`src/hw/rtl/mcptg_pkg.sv`:
```
// Package for the multi-channel pulse train generator.
// Holds sizes, command and status codes, item structs and the slot record type.
// No dependencies.
`default_nettype none

package mcptg_pkg;

  localparam int CHANNELS    = 8;
  localparam int TIME_BITS   = 32;
  localparam int COUNT_BITS  = 16;
  localparam int SLOT_BITS   = $clog2(CHANNELS);
  localparam int MAX_RESULTS = 8;
  localparam int FIRE_BITS   = $clog2(MAX_RESULTS + 1);
  localparam int PIN_W       = 8;
  localparam int OUT_SLOT_W  = 3;

  localparam logic [PIN_W-1:0] FREE_PIN = 8'd255;

  typedef enum logic [1:0] {
    CMD_TICK    = 2'd0,
    CMD_START   = 2'd1,
    CMD_RELEASE = 2'd2,
    CMD_UNKNOWN = 2'd3
  } cmd_e;

  typedef enum logic [1:0] {
    STATUS_OK      = 2'd0,
    STATUS_INVALID = 2'd1,
    STATUS_UNKNOWN = 2'd2
  } status_e;

  typedef enum logic {
    KIND_RESPONSE = 1'b0,
    KIND_DRIVE    = 1'b1
  } kind_e;

  typedef enum logic [1:0] {
    ST_IDLE,
    ST_SCAN,
    ST_DRAIN,
    ST_FLUSH
  } state_t;

  typedef struct packed {
    logic [1:0]  command;
    logic [7:0]  pin;
    logic        polarity;
    logic [31:0] delay_ticks;
    logic [31:0] active_ticks;
    logic [31:0] cycle_ticks;
    logic [15:0] pulse_count;
  } in_item_t;

  typedef struct packed {
    logic       kind;
    logic [1:0] status;
    logic [2:0] slot;
    logic [7:0] drive_pin;
    logic       level;
    logic       last;
  } out_item_t;

  // Timing state of one slot, kept in the slot RAM
  typedef struct packed {
    logic                  active_level;
    logic                  phase;
    logic [COUNT_BITS-1:0] pulses_left;
    logic [TIME_BITS-1:0]  width_ticks;
    logic [TIME_BITS-1:0]  period_ticks;
    logic [TIME_BITS-1:0]  wait_ticks;
  } slot_rec_t;

endpackage

`default_nettype wire

```
`src/hw/rtl/mcptg_slot_ram.sv`:
```
// Slot record RAM: one write port, one read port with registered read data.
// Depends on mcptg_pkg for the record type and slot count.
`default_nettype none

module mcptg_slot_ram
  import mcptg_pkg::*;
(
  input  wire logic                 clk,
  input  wire logic                 wr_en,
  input  wire logic [SLOT_BITS-1:0] wr_addr,
  input  wire slot_rec_t            wr_data,
  input  wire logic [SLOT_BITS-1:0] rd_addr,
  output slot_rec_t                 rd_data
);

  slot_rec_t mem [CHANNELS];
  slot_rec_t rd_data_r;

  // Write port
  always_ff @(posedge clk) begin
    if (wr_en) begin
      mem[wr_addr] <= wr_data;
    end
  end

  // Read port, registered read data
  always_ff @(posedge clk) begin
    rd_data_r <= mem[rd_addr];
  end

  assign rd_data = rd_data_r;

endmodule

`default_nettype wire

```
`src/hw/rtl/multi_channel_pulse_train_generator.sv`:
```
// Multi-channel pulse train generator; depends on mcptg_pkg and mcptg_slot_ram.
// Start, release and unknown commands: busy stays low, the response strobes next cycle.
// A tick holds busy through the scan, drain and flush states: the slot RAM is read one
// slot per cycle, each record is updated and written back the cycle after its read.
// Drive events strobe at most one per cycle; the last one in the first cycle busy is low.
// Synchronous reset frees every slot at once through per-slot valid bits.
`default_nettype none

module multi_channel_pulse_train_generator
  import mcptg_pkg::*;
(
  input  wire logic      clk,
  input  wire logic      rst_n,
  input  wire logic      start,
  output logic           busy,
  input  wire in_item_t  in_item,
  output logic           out_valid,
  output out_item_t      out_item
);

  // Registers
  state_t                 state_r,     state_nxt;
  logic [SLOT_BITS-1:0]   rd_idx_r,    rd_idx_nxt;
  logic                   proc_v_r,    proc_v_nxt;
  logic [SLOT_BITS-1:0]   proc_idx_r,  proc_idx_nxt;
  logic [FIRE_BITS-1:0]   fired_cnt_r, fired_cnt_nxt;
  logic                   pend_v_r,    pend_v_nxt;
  out_item_t              pend_r,      pend_nxt;
  logic                   out_valid_r, out_valid_nxt;
  out_item_t              out_item_r,  out_item_nxt;
  logic [CHANNELS-1:0]    valid_r,     valid_nxt;
  logic [PIN_W-1:0]       pin_r [CHANNELS];
  logic [PIN_W-1:0]       pin_nxt [CHANNELS];

  // RAM ports
  logic                   wr_en;
  logic [SLOT_BITS-1:0]   wr_addr;
  slot_rec_t              wr_data;
  logic [SLOT_BITS-1:0]   rd_addr;
  slot_rec_t              rd_data;

  // Slot lookup
  logic                   hit_found;
  logic [SLOT_BITS-1:0]   hit_idx;
  logic                   free_found;
  logic [SLOT_BITS-1:0]   free_idx;
  logic                   slot_found;
  logic [SLOT_BITS-1:0]   slot_idx;

  // Tick update of the slot under processing
  logic                   live;
  logic                   fire;
  logic [TIME_BITS-1:0]   wait_dec;
  logic [TIME_BITS:0]     gap_diff;
  logic [TIME_BITS-1:0]   gap;
  slot_rec_t              upd_rec;
  out_item_t              drive_item;

  logic                   accept;

  mcptg_slot_ram u_slot_ram (
    .clk     (clk),
    .wr_en   (wr_en),
    .wr_addr (wr_addr),
    .wr_data (wr_data),
    .rd_addr (rd_addr),
    .rd_data (rd_data)
  );

  assign accept = start && (state_r == ST_IDLE);
  assign busy   = (state_r != ST_IDLE);
  assign rd_addr = rd_idx_r;

  // Find lowest slot bound to the pin, else lowest free slot
  always_comb begin
    hit_found  = 1'b0;
    hit_idx    = '0;
    free_found = 1'b0;
    free_idx   = '0;
    for (int s = CHANNELS - 1; s >= 0; s--) begin
      if (valid_r[s]) begin
        if (pin_r[s] == in_item.pin) begin
          hit_found = 1'b1;
          hit_idx   = SLOT_BITS'(s);
        end
      end else begin
        free_found = 1'b1;
        free_idx   = SLOT_BITS'(s);
      end
    end
    slot_found = hit_found || free_found;
    slot_idx   = hit_found ? hit_idx : free_idx;
  end

  // Count down the slot read last cycle and decide whether it fires
  always_comb begin
    live     = proc_v_r && valid_r[proc_idx_r] && (rd_data.pulses_left != '0);
    wait_dec = rd_data.wait_ticks - TIME_BITS'(rd_data.wait_ticks != '0);
    fire     = live && (wait_dec == '0) && (fired_cnt_r < FIRE_BITS'(MAX_RESULTS));
    gap_diff = {1'b0, rd_data.period_ticks} - {1'b0, rd_data.width_ticks};
    gap      = gap_diff[TIME_BITS] ? '0 : gap_diff[TIME_BITS-1:0];

    upd_rec            = rd_data;
    upd_rec.wait_ticks = wait_dec;
    drive_item           = '0;
    drive_item.kind      = KIND_DRIVE;
    drive_item.status    = STATUS_OK;
    drive_item.slot      = OUT_SLOT_W'(proc_idx_r);
    drive_item.drive_pin = pin_r[proc_idx_r];
    drive_item.last      = 1'b0;
    if (!rd_data.phase) begin
      drive_item.level = rd_data.active_level;
    end else begin
      drive_item.level = ~rd_data.active_level;
    end
    if (fire) begin
      if (!rd_data.phase) begin
        upd_rec.wait_ticks = rd_data.width_ticks;
        upd_rec.phase      = 1'b1;
      end else begin
        upd_rec.wait_ticks  = gap;
        upd_rec.phase       = 1'b0;
        upd_rec.pulses_left = rd_data.pulses_left - COUNT_BITS'(1);
      end
    end
  end

  // Next state, RAM write and result selection
  always_comb begin
    state_nxt     = state_r;
    rd_idx_nxt    = rd_idx_r;
    proc_v_nxt    = 1'b0;
    proc_idx_nxt  = rd_idx_r;
    fired_cnt_nxt = fired_cnt_r;
    pend_v_nxt    = pend_v_r;
    pend_nxt      = pend_r;
    out_valid_nxt = 1'b0;
    out_item_nxt  = out_item_r;
    valid_nxt     = valid_r;
    pin_nxt       = pin_r;

    // Write back the updated slot; the scan never revisits an entry
    wr_en   = live;
    wr_addr = proc_idx_r;
    wr_data = upd_rec;

    // Hold the newest event; release the older one with last low
    if (fire) begin
      fired_cnt_nxt = fired_cnt_r + FIRE_BITS'(1);
      pend_v_nxt    = 1'b1;
      pend_nxt      = drive_item;
      if (pend_v_r) begin
        out_valid_nxt = 1'b1;
        out_item_nxt  = pend_r;
      end
    end

    unique case (state_r)
      ST_IDLE: begin
        if (accept) begin
          out_item_nxt           = '0;
          out_item_nxt.kind      = KIND_RESPONSE;
          out_item_nxt.drive_pin = in_item.pin;
          out_item_nxt.last      = 1'b1;
          unique case (cmd_e'(in_item.command))
            CMD_TICK: begin
              state_nxt     = ST_SCAN;
              rd_idx_nxt    = '0;
              fired_cnt_nxt = '0;
              pend_v_nxt    = 1'b0;
            end
            CMD_START, CMD_RELEASE: begin
              out_valid_nxt = 1'b1;
              if (!slot_found) begin
                out_item_nxt.status = STATUS_INVALID;
              end else begin
                out_item_nxt.status = STATUS_OK;
                out_item_nxt.slot   = OUT_SLOT_W'(slot_idx);
                if (cmd_e'(in_item.command) == CMD_START) begin
                  // A start on the free pin code leaves the slot free
                  valid_nxt[slot_idx]  = (in_item.pin != FREE_PIN);
                  pin_nxt[slot_idx]    = in_item.pin;
                  wr_en                = 1'b1;
                  wr_addr              = slot_idx;
                  wr_data.active_level = in_item.polarity;
                  wr_data.phase        = 1'b0;
                  wr_data.pulses_left  = COUNT_BITS'(in_item.pulse_count);
                  wr_data.width_ticks  = TIME_BITS'(in_item.active_ticks);
                  wr_data.period_ticks = TIME_BITS'(in_item.cycle_ticks);
                  wr_data.wait_ticks   = TIME_BITS'(in_item.delay_ticks);
                end else begin
                  valid_nxt[slot_idx] = 1'b0;
                end
              end
            end
            CMD_UNKNOWN: begin
              out_valid_nxt       = 1'b1;
              out_item_nxt.status = STATUS_UNKNOWN;
            end
          endcase
        end
      end
      ST_SCAN: begin
        proc_v_nxt   = 1'b1;
        proc_idx_nxt = rd_idx_r;
        if (rd_idx_r == SLOT_BITS'(CHANNELS - 1)) begin
          state_nxt = ST_DRAIN;
        end else begin
          rd_idx_nxt = rd_idx_r + SLOT_BITS'(1);
        end
      end
      ST_DRAIN: begin
        state_nxt = ST_FLUSH;
      end
      ST_FLUSH: begin
        // Emit the held event as the final one of this tick
        if (pend_v_r) begin
          out_valid_nxt     = 1'b1;
          out_item_nxt      = pend_r;
          out_item_nxt.last = 1'b1;
        end
        pend_v_nxt = 1'b0;
        state_nxt  = ST_IDLE;
      end
      default: begin
        state_nxt = ST_IDLE;
      end
    endcase
  end

  // Control registers
  always_ff @(posedge clk) begin
    if (!rst_n) begin
      state_r     <= ST_IDLE;
      proc_v_r    <= 1'b0;
      pend_v_r    <= 1'b0;
      out_valid_r <= 1'b0;
      valid_r     <= '0;
      rd_idx_r    <= '0;
      fired_cnt_r <= '0;
    end else begin
      state_r     <= state_nxt;
      proc_v_r    <= proc_v_nxt;
      pend_v_r    <= pend_v_nxt;
      out_valid_r <= out_valid_nxt;
      valid_r     <= valid_nxt;
      rd_idx_r    <= rd_idx_nxt;
      fired_cnt_r <= fired_cnt_nxt;
    end
  end

  // Payload registers
  always_ff @(posedge clk) begin
    proc_idx_r <= proc_idx_nxt;
    pend_r     <= pend_nxt;
    out_item_r <= out_item_nxt;
    pin_r      <= pin_nxt;
  end

  assign out_valid = out_valid_r;
  assign out_item  = out_item_r;

endmodule

`default_nettype wire
```
`config.mk`:
```
export PLATFORM = sky130hd
export DESIGN_NAME = multi_channel_pulse_train_generator
export DESIGN_NICKNAME = d
export VERILOG_FILES = /design/src/hw/rtl/mcptg_pkg.sv /design/src/hw/rtl/mcptg_slot_ram.sv /design/src/hw/rtl/multi_channel_pulse_train_generator.sv
export SDC_FILE = /design/constraint.sdc
export NUM_CORES = 1
export LEC_CHECK = 0
export BUFFER_PORTS_ARGS = -buffer_cell sky130_fd_sc_hd__buf_2
export CAP_MARGIN = 25
export CORE_MARGIN = 2
export CORE_UTILIZATION = 48
export CTS_CLUSTER_DIAMETER = 50
export CTS_CLUSTER_SIZE = 40
export DETAILED_ROUTE_END_ITERATION = 8
export PLACE_DENSITY = 0.73
export SLEW_MARGIN = 5
export SYNTH_ARGS = -nofsm -noshare
export SYNTH_HDL_FRONTEND = slang
export SYNTH_SLANG_ARGS = --single-unit
```
`constraint.sdc`:
```
create_clock -name clk -period 9.03 [get_ports clk]
set_input_delay 1.3545 -clock clk [delete_from_list [all_inputs] [get_ports clk]]
set_output_delay 1.3545 -clock clk [all_outputs]
set_load 0.02 [all_outputs]
```
Word level (Yosys, flattened, before mapping):

Memories as Yosys holds them, arrays and structs flattened. A register that Yosys moved wholly into a read port is not among the register bits.
Cells that the tools add are included.

* logic and storage cells: 201
* output and inout port bits: 18
* register bits after elaboration: 115
* bits in writable memories: 912
* memories: 1
* input port bits: 126

* magnitude comparators: 7
* eq/ne operators: 20
* mux-type cells: 117
* $add $sub $neg: 5
* bitwise logic cells: 5
* reductions and logical operators: 21

Memory list
* u_slot_ram.mem: depth 8, width 114, read ports 1, clocked after memory_dff 1, wr ports 1, line mcptg_slot_ram.sv:16 `slot_rec_t mem [CHANNELS];`

Operators with widths (count)
* 114-bit two-way mux: 5
* 3-bit two-way mux: 35
* 32-bit two-way mux: 3
* 16-bit two-way mux: 5
* 64-bit bitwise mux: 1
* 8-bit equality test: 8
* 1-bit two-way mux: 45
* 32-bit by 32-bit subtractor with 33-bit output: 1
* 32-bit zero test: 1
* 8-bit two-way mux: 4
* 16-bit one-hot mux with 2 select lines: 1
* 32-bit nonzero test: 1
* 32-bit by 1-bit subtractor with 32-bit output: 1
* 8-bit binary-select mux with 3-bit select: 1
* 8-bit demux with 3-bit select: 1
* 17-bit two-way mux: 1
* 4-bit two-way mux: 4
* 16-bit nonzero test: 1
* 16-bit by 1-bit subtractor with 16-bit output (second input constant): 1
* 8-bit AND: 1
* 8-bit bitwise mux: 1
* 2-bit equality test (second input constant): 4
* 4-bit >= comparator (second input constant): 2
* 3-bit by 4-bit less-than comparator with 1-bit output (second input constant): 2
* 29 further kinds: 45

Depth between registers and ports, before layout:

* word-level depth: 25
* mapped depth: 18
* depth with buffers taken out: 15

By module:

A second synthesis with hierarchy kept.

* cell total of the unflattened synthesis: 2741
* area, all modules: 47586.9 µm²

By module, submodules not included
* mcptg_slot_ram: cells each 1445, times used 1, area each 37129.4 µm²
* multi_channel_pulse_train_generator: cells each 1296, times used 1, area each 10457.5 µm²

Least setup slack after synthesis:

Ideal clock, no wire load.

* path type: input -> register
* from: input in_item[118] (netlist name)
* to: memory u_slot_ram.mem[0][0] (netlist name) (enable)
* cell stages on the path: 12
* data required time: 8.442 ns
* buffers on the path: 3
* data arrival time: 8.490 ns
* setup time: 0.588 ns
* slack: -0.047 ns
* cell sequence: clkbuf_1 > xor2_1 > nor4_1 > nand4_1 > nor2b_1 > and4_1 > a21boi_0 > buf_1 > clkbuf_1 > mux2i_1 > nand2_1 > nor2_1

* longest elaborated chain between the ends: 24
* elaborated cells on any way between the ends: 53
* those cells by class: 8 x eq/ne; 44 x mux; 1 x reduce/logical

RTL lines
* from (decl): line multi_channel_pulse_train_generator.sv:16 `input wire in_item_t in_item,`
* 8-bit equality test: line multi_channel_pulse_train_generator.sv:82 `if (pin_r[s] == in_item.pin) begin`
* 1-bit two-way mux: line multi_channel_pulse_train_generator.sv:82
* 1-bit two-way mux: line multi_channel_pulse_train_generator.sv:81 `if (valid_r[s]) begin`
* 1-bit two-way mux: line multi_channel_pulse_train_generator.sv:82
* 1-bit two-way mux: line multi_channel_pulse_train_generator.sv:81
* 1-bit two-way mux: line multi_channel_pulse_train_generator.sv:82
* 1-bit two-way mux: line multi_channel_pulse_train_generator.sv:81
* 1-bit two-way mux: line multi_channel_pulse_train_generator.sv:82
* [... 8 more ...]
* 1-bit two-way mux: line multi_channel_pulse_train_generator.sv:81
* 1-bit logical OR: line multi_channel_pulse_train_generator.sv:91 `slot_found = hit_found || free_found;`
* 1-bit two-way mux: line multi_channel_pulse_train_generator.sv:174 `if (!slot_found) begin`
* 1-bit two-way mux: line multi_channel_pulse_train_generator.sv:165 `unique case (cmd_e'(in_item.command))`
* 1-bit two-way mux: line multi_channel_pulse_train_generator.sv:160 `if (accept) begin`
* 1-bit two-way mux: line multi_channel_pulse_train_generator.sv:158 `unique case (state_r)`
* 1-bit two-way mux: line mcptg_slot_ram.sv:21 `if (wr_en) begin`
* 1-bit two-way mux (not written as such): line mcptg_slot_ram.sv:22 `mem[wr_addr] <= wr_data;`
* to (decl): line mcptg_slot_ram.sv:16

Several ways; a longest one is shown, not always the timed one.

==> flow_summary.ini <==
[clock_tree]
root_buffer = clkbuf_16
clock_latency_ns = 0.72
cts_tree = built
clock_tree.buffer_depth = 3
cts_num_sinks = 1141
cts_made_buffers = 105
postCtsHoldBufs = 0
cts_max_level = 3
post_cts_buffers = 0
cts_resized = 0
clkTransAtPathRegs_ns = 0.07

[logic_synthesis]
synthTopCellsByArea = edfxtp_1 63%, mux4_2 12%, dfxtp_1 6.5%
yosys.area.top_type = edfxtp_1
synth-warning-count = 0
synth_ff_type = edfxtp_1
synth_edf_count = 988
synth.top_cell.area_share = 0.632
yosysUniqueCellTypes = 75
synthesis.area_um2 = 47000
ys_ff_latch = 1141
syn_nets = 2924
syn-instance-count = 2751
synth_area_per_cell_um2 = 17.1
synthArstFlopShare = 0
yosysSeqAreaShare = 0.697

[timing]
finalMaxSlewViolations = 0
max_freq_ghz = 0.151
period_share = 0.734
rsz0062_at_grt = no
tightest_slew_ns = 1.18
setup_viol = 0
relSlewSlack = 0.206
post-route-min-period_ns = 6.63
skew_ns = 0.0589
hold_viol = 0

[routing]
drtIter0Drc = 2826
ant_nets = 0
drcViolationCount = 0
vias = 26100
post_drt_wl_per_cell_um = 26.8
via_per_inst = 6.09
first_pass_iters = 5
routed_wl_um = 115000

[final_layout]
final_util = 0.548
fin_area_um2 = 53100
final_common_cell = edfxtp_1
syn_to_final_growth_pct = 13.1
ff_latch_area_um2 = 32700
multi_input_area_um2 = 13600
fillers = 7370
fin_nets = 3085
diodes = 0
layout-drive-gt1-share = 0.263
final_cell_mix = 988 x edfxtp_1, 246 x mux4_2, 230 x nand2_1

[worst_setup_path]
cp.arrival_ns = 7.02
crit_start = u_slot_ram.rd_data[9]
criticalPathCategory = reg -> reg
required_ns = 9.42
r2r_start = u_slot_ram.rd_data[9]
cp-start-kind = register
cp-end-kind = register
cp_max_fo = 16

[floorplan]
dieHeight_um = 317
num_io_pins = 144
dieArea_um2 = 100000
die_w_um = 317
rows = 114
start_util = 0.485
coreArea_um2 = 96900

[hold_path]
min_from = out_item[15]
hold_path_class = reg -> reg

[global_routing]
grt_antenna_before_repair = 4
grt_usage = 0.229
grt_pass1_vias = 26500
grt_max_degree = 139
grt_first_pass_wirelength_um = 170000
gr-total-overflow = 0

[run_status]
status = completed

[power_and_ir_drop]
p_leak_uw = 0.0171
vdd_drop_max_uv = 196
pwr_density_cell_nw_per_um2 = 233

[placed_design]
dp_hpwl_um = 68900
io_buffers = 143
gp_congestion = 0.908
place_area_um2 = 49300

[job]
cap_violations = 0
-- layout make-up --
class                   count  area share
clock inverters            91      0.0215
well taps                1276      0.0301
multi-input cells        1424       0.256
flip-flops and latches   1141       0.617
inverters                  56     0.00396
repair buffers            184      0.0220
clock buffers             109      0.0502
-- report_power, final --
part | switching, uW | internal (uW) | total (uW)
clock network | 2260 | 2470 | 4730
logic | 921 | 593 | 1510
registers | 133 | 6010 | 6150
total | 3320 | 9070 | 12400
-- critical path: stages, from the launching register on --
cell and delay, ns:
dfxtp_1 0.42, nor3_1 0.42, nand3_1 0.54, or2_2 0.52
or4_1 0.55, ha_1 0.27, ha_1 0.30, nor4b_2 0.24
nand2_1 0.40, a41oi_1 0.19, o31ai_1 0.38, nand4_1 0.26
nor3_4 0.80, mux2_2 0.41, o21ai_0 0.62
-- kinds of logic (layout without fill, tap and decap cells) --
kind of cell             after synthesis  in the layout  share of synthesized area
adder cells (fa/ha/maj)               47             47                     0.0127
buffers and inverters                186            440                     0.0155
AO/OA/AOI/OAI                        316            316                     0.0425
XOR/XNOR                             132            132                     0.0246
flip-flops                          1141           1141                      0.697
multiplexers                         402            402                      0.155
AND/OR/NAND/NOR                      527            527                     0.0530
-- cells in the mapped netlist (all sizes together), types with 9 or more instances --
master	n
edfxtp	988
mux4	246
nand2	231
dfxtp	153
mux2	130
nor2	110
clkbuf	89
o21ai	86
xnor2	83
a21oi	73
inv	56
xor2	49
ha	46
buf	41
nand3	38
mux2i	26
nor3	26
nor4	26
o22ai	24
nand4	22
a31oi	18
nand2b	14
a22oi	13
o211ai	13
o221ai	13
a21o	12
nor2b	9
-- flip-flops by register name (all words and copies together), names as in the netlist --
name / flops
out_valid: 1
proc_v_r: 1
valid_r: 8
proc_idx_r: 3
u_slot_ram.mem: 912
u_slot_ram.rd_data: 114
fired_cnt_r: 4
state_r: 2
out_item: 16
pend_r: 12
pend_v_r: 1
pin_r: 64
proc_idx_nxt: 3
-- per-layer routing --
metal | vias up | GRT usage | wire length [um]
li1 | 11200 | - | -
met4 | 6 | 0.0765 | 3890
met5 | - | 0 | 37
met1 | 13400 | 0.313 | 46000
met2 | 1156 | 0.379 | 56800
met3 | 205 | 0.0334 | 8120
-- path summary, 6_finish.rpt --
check                                              to  slack [ns]  depth (start not counted)
worst max-delay path            u_slot_ram.mem[1][97]        2.40                         14
worst max register to register  u_slot_ram.mem[1][97]        2.40                         14
worst min register to register           out_item[15]        0.46                          2
worst min-delay path                     out_item[15]        0.46                          2
-- metrics by stage --
stage                     std cells  TNS, ns  worst slack, ns  hold slack, ns  total power (uW)
after floorplan                2751   -21.06          -0.0473           0.353              7270
after global placement         4076        0             2.77           0.444              7700
after detailed placement       4079        0             2.62           0.444              7760
after CTS                      4279        0             2.53           0.454             12400
after global routing           4281        0             2.04           0.478             12800
final                          4281        0             2.40           0.456             12400
No activity file was read; power rests on OpenSTA's default activity.
